**src/sv/nfc_pkg.sv**
```systemverilog
// nfc_pkg: shared types, widths and lookup tables of the NFC normalizer.
// No dependencies; used by every module of the block.
package nfc_pkg;

  localparam int CpW          = 21;
  localparam int ClsW         = 8;
  localparam int MaxMarksDef  = 8;

  typedef struct packed {
    logic [CpW-1:0]  cp;
    logic [ClsW-1:0] cls;
    logic            eot;
  } nfc_item_t;

  // Combining class; anything not listed is a starter.
  function automatic logic [ClsW-1:0] nfc_class(input logic [CpW-1:0] cp);
    logic [ClsW-1:0] c;
    c = '0;
    case (cp)
      21'h00300, 21'h00301, 21'h00302, 21'h00303, 21'h00304, 21'h00306,
      21'h00307, 21'h00308, 21'h0030A, 21'h0030B, 21'h0030C,
      21'h10F82, 21'h10F84:                         c = 8'd230;
      21'h00327, 21'h00328:                         c = 8'd202;
      21'h00323, 21'h00324, 21'h00325, 21'h00331, 21'h00332,
      21'h10F83, 21'h10F85:                         c = 8'd220;
      default:                                      c = '0;
    endcase
    return c;
  endfunction

  // Canonical composition of starter + mark; zero when no pair exists.
  function automatic logic [CpW-1:0] nfc_pair(input logic [CpW-1:0] st,
                                               input logic [CpW-1:0] mk);
    logic [CpW-1:0] r;
    r = '0;
    case ({st, mk})
      {21'h00041, 21'h00308}: r = 21'h000C4;
      {21'h00061, 21'h00308}: r = 21'h000E4;
      {21'h0004F, 21'h00308}: r = 21'h000D6;
      {21'h0006F, 21'h00308}: r = 21'h000F6;
      {21'h00055, 21'h00308}: r = 21'h000DC;
      {21'h00075, 21'h00308}: r = 21'h000FC;
      {21'h00041, 21'h00301}: r = 21'h000C1;
      {21'h00061, 21'h00301}: r = 21'h000E1;
      {21'h00045, 21'h00301}: r = 21'h000C9;
      {21'h00065, 21'h00301}: r = 21'h000E9;
      {21'h00041, 21'h00300}: r = 21'h000C0;
      {21'h00061, 21'h00300}: r = 21'h000E0;
      {21'h0004E, 21'h00303}: r = 21'h000D1;
      {21'h0006E, 21'h00303}: r = 21'h000F1;
      {21'h00043, 21'h00327}: r = 21'h000C7;
      {21'h00063, 21'h00327}: r = 21'h000E7;
      default:                r = '0;
    endcase
    return r;
  endfunction

endpackage

```
**src/sv/nfc_front.sv**
```systemverilog
// nfc_front: accepts code points, looks up their combining class and holds
// them in a two-word queue for the back end. Depends on nfc_pkg.
module nfc_front import nfc_pkg::*; (
  input  logic            clk_i,
  input  logic            rst_ni,
  input  logic            push,
  output logic            full,
  input  logic [CpW-1:0]  code_point_i,
  input  logic            end_of_text_i,
  output logic            item_valid_o,
  output nfc_item_t       item_o,
  input  logic            item_pop_i
);

  nfc_item_t  mem_q [2];
  logic       wr_q, rd_q;
  logic [1:0] cnt_q;
  logic       wr_en, rd_en;

  assign full         = (cnt_q == 2'd2);
  assign wr_en        = push && !full;
  assign item_valid_o = (cnt_q != 2'd0);
  assign rd_en        = item_pop_i && item_valid_o;
  assign item_o       = mem_q[rd_q];

  always_ff @(posedge clk_i) begin
    if (wr_en) begin
      mem_q[wr_q].cp  <= code_point_i;
      mem_q[wr_q].cls <= nfc_class(code_point_i);
      mem_q[wr_q].eot <= end_of_text_i;
    end
  end

  always_ff @(posedge clk_i or negedge rst_ni) begin
    if (!rst_ni) begin
      wr_q  <= 1'b0;
      rd_q  <= 1'b0;
      cnt_q <= 2'd0;
    end else begin
      if (wr_en) wr_q <= ~wr_q;
      if (rd_en) rd_q <= ~rd_q;
      cnt_q <= cnt_q + {1'b0, wr_en} - {1'b0, rd_en};
    end
  end

endmodule

```
**src/sv/nfc_back.sv**
```systemverilog
// nfc_back: cluster buffer with sorted insertion, compose walk and emit walk,
// ending in a one-word output register. Depends on nfc_pkg.
module nfc_back import nfc_pkg::*; #(
  parameter int MaxMarks = MaxMarksDef
) (
  input  logic            clk_i,
  input  logic            rst_ni,
  input  logic            item_valid_i,
  input  nfc_item_t       item_i,
  output logic            item_pop_o,
  output logic            empty,
  input  logic            pop,
  output logic [CpW-1:0]  out_code_point_o,
  output logic            last_of_run_o,
  output logic            text_done_o,
  output logic            run_overflow_o
);

  localparam int Depth = MaxMarks + 1;
  localparam int AW    = $clog2(Depth);
  localparam int CW    = $clog2(Depth + 1);

  localparam logic [2:0] S_IDLE = 3'd0;
  localparam logic [2:0] S_INS  = 3'd1;
  localparam logic [2:0] S_EOT  = 3'd2;
  localparam logic [2:0] S_COMP = 3'd3;
  localparam logic [2:0] S_EMIT = 3'd4;

  logic [CpW-1:0]  pt_q [Depth];
  logic [CpW-1:0]  pt_d [Depth];
  logic [ClsW-1:0] cl_q [Depth];
  logic [ClsW-1:0] cl_d [Depth];
  logic [CW-1:0]   cnt_q, cnt_d, idx_q, idx_d, first, marks;
  logic            has_st_q, has_st_d;
  logic [2:0]      state_q, state_d;
  nfc_item_t       cur_q, cur_d;
  logic [Depth-1:0] kept_q, kept_d, gt, gt_sh, above;
  logic [CpW-1:0]  comp_q, comp_d, pr, rd_pt;
  logic [ClsW-1:0] lcls_q, lcls_d, rd_cl;
  logic            emit_st_q, emit_st_d, ovf_q, ovf_d, last_q, last_d;
  logic            done_q, done_d, pre_q, pre_d;
  logic            out_valid_q, out_ready, out_we, out_last;
  logic [CpW-1:0]  out_cp;

  assign first     = has_st_q ? CW'(1) : CW'(0);
  assign marks     = cnt_q - first;
  assign out_ready = !out_valid_q || pop;
  assign rd_pt     = pt_q[idx_q[AW-1:0]];
  assign rd_cl     = cl_q[idx_q[AW-1:0]];
  assign pr        = nfc_pair(comp_q, rd_pt);
  assign above     = (kept_q >> idx_q) >> 1;

  // marks that sort after the incoming one form a suffix of the cluster
  always_comb begin
    for (int j = 0; j < Depth; j++) begin
      gt[j] = (CW'(j) >= first) && (CW'(j) < cnt_q) && (cl_q[j] > cur_q.cls);
    end
    gt_sh = {gt[Depth-2:0], 1'b0};
  end

  always_comb begin
    pt_d = pt_q; cl_d = cl_q;
    cnt_d = cnt_q; has_st_d = has_st_q; state_d = state_q; cur_d = cur_q;
    idx_d = idx_q; kept_d = kept_q; comp_d = comp_q; lcls_d = lcls_q;
    emit_st_d = emit_st_q; ovf_d = ovf_q; last_d = last_q; done_d = done_q;
    pre_d = pre_q;
    item_pop_o = 1'b0; out_we = 1'b0; out_cp = comp_q; out_last = 1'b0;
    case (state_q)
      S_IDLE: begin
        item_pop_o = item_valid_i;
        if (item_valid_i) begin
          cur_d = item_i;
          if ((item_i.cls == '0) ? (cnt_q != '0) : (marks >= CW'(MaxMarks))) begin
            idx_d = first; comp_d = pt_q[0]; lcls_d = '0; kept_d = '0;
            ovf_d = (item_i.cls != '0); last_d = !item_i.eot;
            done_d = 1'b0; pre_d = 1'b1; state_d = S_COMP;
          end else begin
            state_d = S_INS;
          end
        end
      end
      S_INS: begin
        if (cur_q.cls == '0) begin
          pt_d[0] = cur_q.cp; cl_d[0] = '0; cnt_d = CW'(1); has_st_d = 1'b1;
        end else begin
          for (int j = 0; j < Depth; j++) begin
            if (gt_sh[j]) begin
              pt_d[j] = pt_q[(j + Depth - 1) % Depth];
              cl_d[j] = cl_q[(j + Depth - 1) % Depth];
            end else if (gt[j] || CW'(j) == cnt_q) begin
              pt_d[j] = cur_q.cp; cl_d[j] = cur_q.cls;
            end
          end
          cnt_d = cnt_q + CW'(1);
        end
        state_d = cur_q.eot ? S_EOT : S_IDLE;
      end
      S_EOT: begin
        idx_d = first; comp_d = pt_q[0]; lcls_d = '0; kept_d = '0;
        ovf_d = 1'b0; last_d = 1'b1; done_d = 1'b1; pre_d = 1'b0;
        state_d = S_COMP;
      end
      S_COMP: begin
        if (idx_q < cnt_q) begin
          if (has_st_q && rd_cl > lcls_q && pr != '0) begin
            comp_d = pr;
          end else begin
            kept_d[idx_q[AW-1:0]] = 1'b1;
            lcls_d = rd_cl;
          end
          idx_d = idx_q + CW'(1);
        end else begin
          emit_st_d = has_st_q; idx_d = first; state_d = S_EMIT;
        end
      end
      S_EMIT: begin
        if (emit_st_q) begin
          out_we = out_ready; out_cp = comp_q;
          out_last = last_q && (kept_q == '0);
          if (out_ready) emit_st_d = 1'b0;
        end else if (idx_q < cnt_q) begin
          if (kept_q[idx_q[AW-1:0]]) begin
            out_we = out_ready; out_cp = rd_pt;
            out_last = last_q && (above == '0);
            if (out_ready) idx_d = idx_q + CW'(1);
          end else begin
            idx_d = idx_q + CW'(1);
          end
        end else begin
          cnt_d = '0; has_st_d = 1'b0;
          state_d = pre_q ? S_INS : S_IDLE;
        end
      end
      default: state_d = S_IDLE;
    endcase
  end

  always_ff @(posedge clk_i) begin
    pt_q <= pt_d; cl_q <= cl_d; cur_q <= cur_d; idx_q <= idx_d;
    kept_q <= kept_d; comp_q <= comp_d; lcls_q <= lcls_d;
    ovf_q <= ovf_d; last_q <= last_d; done_q <= done_d; pre_q <= pre_d;
    if (out_we) begin
      out_code_point_o <= out_cp;
      last_of_run_o    <= out_last;
      text_done_o      <= out_last && done_q;
      run_overflow_o   <= ovf_q;
    end
  end

  always_ff @(posedge clk_i or negedge rst_ni) begin
    if (!rst_ni) begin
      state_q <= S_IDLE; cnt_q <= '0; has_st_q <= 1'b0;
      emit_st_q <= 1'b0; out_valid_q <= 1'b0;
    end else begin
      state_q <= state_d; cnt_q <= cnt_d; has_st_q <= has_st_d;
      emit_st_q <= emit_st_d;
      if (out_we)   out_valid_q <= 1'b1;
      else if (pop) out_valid_q <= 1'b0;
    end
  end

  assign empty = !out_valid_q;

endmodule

```
**src/sv/unicode_nfc_normalizer_core.sv**
```systemverilog
// unicode_nfc_normalizer_core: NFC reordering and composition of a code point
// stream. Depends on nfc_pkg, nfc_front and nfc_back.
//
//  channel | handshake          | words
//  --------+--------------------+---------------------------------------------
//  input   | push / full        | code_point_i, end_of_text_i
//  result  | empty / pop        | out_code_point_o, last_of_run_o,
//          |                    | text_done_o, run_overflow_o
//
// Without a flush each word passes the fetch and insert states. A flush
// runs the compose walk over the marks (after an end-of-text state when
// end of text starts it) and the emit walk, one buffered entry per cycle
// unless the output stalls, through the single cluster read port.
// Reset is asynchronous, active low; the cluster entries are not cleared.
// A stalled result holds in the output register; the front queue keeps
// taking up to two words meanwhile.
module unicode_nfc_normalizer_core import nfc_pkg::*; #(
  parameter int MaxMarks = MaxMarksDef
) (
  input  logic            clk_i,
  input  logic            rst_ni,
  input  logic            push,
  output logic            full,
  input  logic [CpW-1:0]  code_point_i,
  input  logic            end_of_text_i,
  output logic            empty,
  input  logic            pop,
  output logic [CpW-1:0]  out_code_point_o,
  output logic            last_of_run_o,
  output logic            text_done_o,
  output logic            run_overflow_o
);

  nfc_item_t item;
  logic      item_valid, item_pop;

  // front: class lookup and decoupling queue
  nfc_front u_front (
    .clk_i, .rst_ni, .push, .full, .code_point_i, .end_of_text_i,
    .item_valid_o (item_valid),
    .item_o       (item),
    .item_pop_i   (item_pop)
  );

  // back: sorted cluster buffer, compose and emit sequencer
  nfc_back #(.MaxMarks(MaxMarks)) u_back (
    .clk_i, .rst_ni,
    .item_valid_i (item_valid),
    .item_i       (item),
    .item_pop_o   (item_pop),
    .empty, .pop, .out_code_point_o, .last_of_run_o, .text_done_o,
    .run_overflow_o
  );

endmodule

```
**config.mk**
```make
export PLATFORM = sky130hd
export DESIGN_NAME = unicode_nfc_normalizer_core
export DESIGN_NICKNAME = d
export VERILOG_FILES = /design/src/sv/nfc_pkg.sv /design/src/sv/nfc_front.sv /design/src/sv/nfc_back.sv /design/src/sv/unicode_nfc_normalizer_core.sv
export SDC_FILE = /design/constraint.sdc
export NUM_CORES = 1
export LEC_CHECK = 0
export BUFFER_PORTS_ARGS = -buffer_cell sky130_fd_sc_hd__buf_2
export CORE_MARGIN = 3
export CORE_UTILIZATION = 30
export CTS_BUF_LIST = sky130_fd_sc_hd__clkbuf_8
export DETAILED_ROUTE_END_ITERATION = 12
export GPL_TIMING_DRIVEN = 0
export MAX_ROUTING_LAYER = met4
export PLACE_DENSITY = 0.53
export SYNTH_ARGS = -nofsm -noshare
export SYNTH_HDL_FRONTEND = slang
export SYNTH_SLANG_ARGS = --single-unit
```
**constraint.sdc**
```tcl
create_clock -name clk_i -period 6.25 [get_ports clk_i]
set_input_delay 1.25 -clock clk_i [delete_from_list [all_inputs] [get_ports clk_i]]
set_output_delay 1.25 -clock clk_i [all_outputs]
set_load 0.02 [all_outputs]
```
==> metrics.txt, run 1 <==
required time of the critical path roughly 6700 ps; slew margin rel. 0.132; Register-to-Register Path Depth 14; GPL Wtd Cong just under 0.9; HPWL after detailed placement 46,900 um; asr flop ratio synth 0.0342; Post-Layout Inst Area 24,100 um^2; most common cell after layout, fill and taps aside edfxtp_1; Tot Pwr about 13 mW; Tightest Pin Transition 1300 ps; Peak Freq between 150 and 200 MHz; Min-Delay Path Depth 0; vias in the first global route 14,400; Reg clk slew, reported paths approximately 60 ps; Overall Global Routing Usage 0.184; EDFF count, synth between 300 and 400; Resize count post-CTS 0; WHS between 400 and 500 ps; Yosys reg bits around 400; Syn. warnings 0; Worst setup SP type flip-flop; Initial Util 0.306; Worst Path Class, Setup flip-flop to flip-flop; slowest stage cell on the critical path clkbuf_1; postcts setup bufs 0; Final WS setup 372 ps; hold_sp u_back.ovf_q; final setup vio count 0; drt drc 0; Final Instance Count excl. Fillers between 2,000 and 3,000; CTS tree done; Critical Path Source u_back.cur_q[3]; via count approximately 14,000; R2R Path Start u_back.cur_q[3]; Post-Syn Area per Cell between 10 and 15 um^2; final hold vios 0; Post-synth top flop edfxtp_1; minimum clock period after layout roughly 5900 ps; Clock Skew ~44 ps; Pins Over Slew Limit 0; Skew-Pair Late Insertion Delay just under 700 ps; DRT Pass-1 Iters 5; Placed Area 22,700 um^2; global-route wire length before repair 96,400 um; Mapped Cells between 1,500 and 2,000; Cells after DPL between 2,000 and 3,000; Synth cell types 70; CP Cell Sequence clkbuf_1 -> inv_1 -> ha_1 -> nor2b_1 -> o21a_1 -> o21a_1 -> o21ai_0 -> nand2b_1 -> a21oi_1 -> nand4bb_1 -> clkbuf_1 -> clkbuf_1 -> a31oi_4 -> buf_16; Hold Crit Class flip-flop to flip-flop; Tcrit/Tclk final 0.940; pin count of the biggest net entering global routing 29; post-synthesis compound-gate area fraction 0.0849; xor/xnor share of the synthesized area 0.00336; sequential share of the synthesized area 0.586; num rows 95; crit-path max FO 18; post-synthesis simple-gate area fraction 0.0776; Core ar. between 60,000 and 70,000 um^2; iteration-0 DRC count of the detailed router between 1,000 and 1,500; P per Cell Area about 550 nW/um^2; # nets final between 1,500 and 2,000; Cell Area, Synth 20,800 um^2; synth-to-layout area growth 15.6%; WL final roughly 66,000 um; I/O Buffers 51; Synthesized Nets 1,631; CP most frequent cell clkbuf_1; worst vdd ir 0.217 mV; vias per std cell roughly 5.3; initial antenna violation count 1; routed len/inst approximately 25 um; hold_buf cts 0; RSZ-0062 raised after global routing no; clk sinks between 400 and 500; die area just over 70,000 um^2; Synth Area in Adders 0.0438; largest family of logic cells by synthesized area multiplexers; io pins 52; pre-CTS WS between 400 and 500 ps; Sum Neg Setup Slack 0 ps; Worst setup EP type flip-flop; post-route ant nets 0; Critical Path AT approximately 6300 ps; mux share of post-synthesis cell area 0.178; GRT overflow 0; Root Buffer clkbuf_8; ratio of cells with drive above 1 in the final layout 0.265; commonest cells after routing, fill and taps aside 395 x edfxtp_1, 249 x mux2_2, 78 x clkbuf_8; Layout Utilization 0.354; Max-cap violations 0; Max clock buf depth 3; CTS Buf Count 75; die width approximately 270 um; status finished clean; htree depth 3; Die Ht ~270 um; max incr delay on CP about 1000 ps; leak pwr between 8 and 9 nW
## power breakdown
group	leakage, nW	total (mW)	internal (mW)	switching [mW]
Combinational	3.91	5.90	2.27	3.63
Clock	0.789	2.41	1.25	1.17
Sequential	3.81	4.92	4.28	0.637
## synthesized netlist by cell type (14+ instances only)
cell type  instances  area share
o21ai_0           49       0.012
dfrtp_1           14       0.017
a31oi_1           15      0.0045
mux2i_1           74       0.036
o21ai_1           20      0.0048
a21oi_1           58       0.014
o22ai_1           22      0.0066
nand2b_1          18      0.0054
edfxtp_1         395        0.57
a221oi_1          14      0.0059
o221ai_1          17      0.0071
ha_1              73       0.044
o21a_1            17      0.0061
buf_2             17      0.0041
nand3_1           17      0.0041
and2_1            21      0.0063
nor2_1            65       0.012
inv_1             38      0.0068
nand4_1           15      0.0045
clkbuf_1          63       0.011
nand2_1           69       0.012
nor2b_1           37       0.011
mux2_2           249        0.13
## final cells by class
class                           count  area [um^2]
Timing Repair Buffer               66          559
Antenna cell                        1         2.50
Inverter                           40          150
Fill cell                        6679        43900
Clock buffer                       78         1070
Buffer                             92          389
Sequential cell                   409        12200
Clock inverter                     53          305
Multi-Input combinational cell    991         8240
Tap cell                          921         1150
## registers in the layout, indices dropped and copies added (netlist names), 4 cells and up
| signal | count |
|---|---|
| u_back.pt_q | 189 |
| u_back.cl_q | 54 |
| u_back.kept_q | 9 |
| u_front.mem_q | 56 |
| u_back.cur_q | 28 |
| u_back.comp_q | 21 |
| u_back.lcls_q | 6 |
| u_back.idx_q | 4 |
| u_back.out_code_point_o | 21 |
| u_back.cnt_q | 4 |
## worst paths after layout
path	slack [ps]	endpoint
max in group asynchronous	5370	u_back.state_q[0]
max	370	u_back.cl_q[57]
min	420	u_back.run_overflow_o
max reg2reg	370	u_back.cl_q[57]
min reg2reg	420	u_back.run_overflow_o
min in group asynchronous	530	u_back.cnt_q[3]
## critical path, delay by kind of cell, from the launching register on
kind	cells	cell delay [ps]
adder cells (fa/ha/maj)	1	410
AO/OA/AOI/OAI	5	1360
buffers and inverters	5	3010
AND/OR/NAND/NOR	3	470
flip-flops	1	340
## layer usage
metal,part of all wire,vias to the layer above,GRT usage,wire [um]
met2,0.45,563,0.279,29600
met3,0.075,111,0.0380,4980
met4,0.028,0,0.0651,1880
li1,-,6219,-,-
met1,0.45,7062,0.245,29600
met5,0,-,-,0
## kinds of logic (layout without fill, tap and decap cells)
group                    count (synthesis)  in the layout
AO/OA/AOI/OAI                          273            273
XOR/XNOR                                 8              8
adder cells (fa/ha/maj)                 73             73
buffers and inverters                  132            329
flip-flops                             409            409
multiplexers                           336            336
other                                    0              1
AND/OR/NAND/NOR                        301            301
No activity file was read; power rests on OpenSTA's default activity.
==> run 2, diff against run 1 <==
- CORE_UTILIZATION: 30 -> 53
- HOLD_SLACK_MARGIN: not set -> 0.15
- PLACE_DENSITY: 0.53 -> 0.78
==> metrics.txt, run 2 (synthesized netlist as in run 1, its figures left out) <==
status finished, violations left (was finished clean); failing checks max-capacitance violations; Tightest Pin Transition 1500 ps (was 1300 ps); iteration-0 DRC count of the detailed router 1,939 (was 1,234); DRT Pass-1 Iters 6 (was 5); leak pwr 8.46 nW (was 8.51 nW); num rows 71 (was 95); RSZ-0062 raised after global routing no (unchanged); ratio of cells with drive above 1 in the final layout 0.257 (was 0.265); Layout Utilization 0.613 (was 0.354); WL final 58,900 um (was 66,100 um); minimum clock period after layout 5790 ps (was 5880 ps); HPWL after detailed placement 41,200 um (was 46,900 um); largest registers u_back.pt_q: 189 flops, u_front.mem_q: 56 flops, u_back.cl_q: 54 flops (unchanged); Worst setup SP type flip-flop (unchanged); Sequential Power Share 0.382 (was 0.372); htree depth 3 (unchanged); Sw Ratio 0.404 (was 0.411); Filler cells 2,898 (was 6,679); Skew-Pair Late Insertion Delay 640 ps (was 680 ps); worst vdd ir 0.220 mV (was 0.217 mV); Reg clk slew, reported paths 60 ps (about the same); Critical Path AT 6160 ps (was 6280 ps); I/O Buffers 51 (unchanged); post-route ant nets 0 (unchanged); Initial Util 0.545 (was 0.306); GPL Wtd Cong 0.986 (was 0.883); clk sinks 409 (unchanged); Peak Freq 173 MHz (was 170 MHz); Top reg by flops u_back.pt_q (unchanged); # nets final 1,769 (was 1,774); Root Buffer clkbuf_8 (unchanged); synth-to-layout area growth 12.5% (was 15.6%); max reg flops 189 (unchanged); postcts setup bufs 0 (unchanged); crit-path max FO 16 (was 18); final hold vios 0 (unchanged); Overall Global Routing Usage 0.291 (was 0.184); via count 14,500 (was 14,000); Max clock buf depth 3 (unchanged); Max-cap violations 1 (was 0); die area 41,700 um^2 (was 72,600 um^2); Worst setup EP type flip-flop (unchanged); Worst Path Class, Setup flip-flop to flip-flop (unchanged); Clock Skew 45.8 ps (was 43.5 ps); Tcrit/Tclk final 0.927 (was 0.940); routed len/inst 26.3 um (was 24.9 um); vias per std cell 6.47 (was 5.26); final setup vio count 0 (unchanged); GRT overflow 0 (unchanged); Switch Pwr 5.20 mW (was 5.43 mW); Resize count post-CTS 0 (unchanged); CTS tree done (unchanged); WHS 418 ps (was 424 ps); most common cell after layout, fill and taps aside edfxtp_1 (unchanged); pin count of the biggest net entering global routing 29 (unchanged); Clock power frac 0.172 (was 0.182); required time of the critical path 6620 ps (was 6650 ps); global-route wire length before repair 87,200 um (was 96,400 um); vias in the first global route 14,400 (about the same); slew margin rel. 0.00112 (was 0.132); initial antenna violation count 1 (unchanged); Hold Crit Class flip-flop to flip-flop (unchanged); Die Ht 204 um (was 270 um); CTS Buf Count 70 (was 75); P_int 7.67 mW (was 7.80 mW); io pins 52 (unchanged); Core ar. 38,200 um^2 (was 68,000 um^2); Pins Over Slew Limit 0 (unchanged); drt drc 0 (unchanged); commonest cells after routing, fill and taps aside 395 x edfxtp_1, 249 x mux2_2, 74 x mux2i_1, 74 x clkbuf_8, 73 x ha_1 (was 395 x edfxtp_1, 249 x mux2_2, 78 x clkbuf_8); P per Cell Area 550 nW/um^2 (about the same); hold_buf cts 0 (unchanged); Gate power share 0.446 (about the same); die width 204 um (was 270 um)
run 2: power by group through the flow:
| stage | Combinational, mW | Clock (mW) | Sequential, mW |
|---|---|---|---|
| after floorplan | 3.73 | 0 | 4.67 |
| after detailed placement | 5.56 | 0 | 4.92 |
| after CTS | 5.60 | 2.23 | 4.87 |
| final | 5.74 | 2.22 | 4.92 |
| after global routing | 6.11 | 2.37 | 4.97 |
| after global placement | 5.16 | 0 | 4.96 |
run 2: final cells by class:
cell class	count	area, um^2	share of cell area
inverter	40	150	0.00641
buffer	92	389	0.0166
clock inverter	53	241	0.0103
timing repair buffer	66	544	0.0232
clock buffer	74	1020	0.0435
multi-input combinational	991	8230	0.351
tap	511	639	0.0273
sequential	409	12200	0.521
antenna	1	2.50	0.000107
run 2: final timing paths:
kind | startpoint | endpoint | cells after the start | slack (ps)
max | u_back.cur_q[3] | u_back.pt_q[80] | 14 | 460
min | u_back.ovf_q | u_back.run_overflow_o | 0 | 420
max reg2reg | u_back.cur_q[3] | u_back.pt_q[80] | 14 | 460
min reg2reg | u_back.ovf_q | u_back.run_overflow_o | 0 | 420
max in group asynchronous | rst_ni | u_front.rd_q | 1 | 5350
min in group asynchronous | rst_ni | u_back.cnt_q[3] | 1 | 560
run 2: per-layer routing:
layer / global-route usage / vias up / wire, um
li1: - / 6216 / -
met1: 0.382 / 7078 / 22700
met2: 0.437 / 992 / 26700
met3: 0.0682 / 192 / 7020
met4: 0.123 / 0 / 2490
met5: - / - / 0
run 2: stage by stage:
| stage | cell area (um^2) | std cells | TNS [ps] | power (mW) | setup WS [ps] |
|---|---|---|---|---|---|
| 6_report | 23400 | 2237 | 0 | 12.9 | 455 |
| 5_1_grt | 23400 | 2236 | 0 | 13.4 | 373 |
| 4_1_cts | 23400 | 2236 | 0 | 12.7 | 566 |
| 3_5_place_dp | 22200 | 2109 | 0 | 10.5 | 615 |
| 3_3_place_gp | 21700 | 2094 | -159870 | 10.1 | -993 |
| 2_1_floorplan | 20800 | 1532 | 0 | 8.40 | 1540 |
run 2: worst max-delay path, cell delays in order (launching register included):
cell	delay [ps]
edfxtp_1	350
clkbuf_1	480
inv_1	460
ha_1	440
nor2b_1	140
o21a_1	160
o21ai_0	140
nand2b_1	80
a21oi_1	140
nor2b_1	50
o21ai_0	570
clkbuf_1	740
clkbuf_1	900
a31oi_4	550
buf_16	330
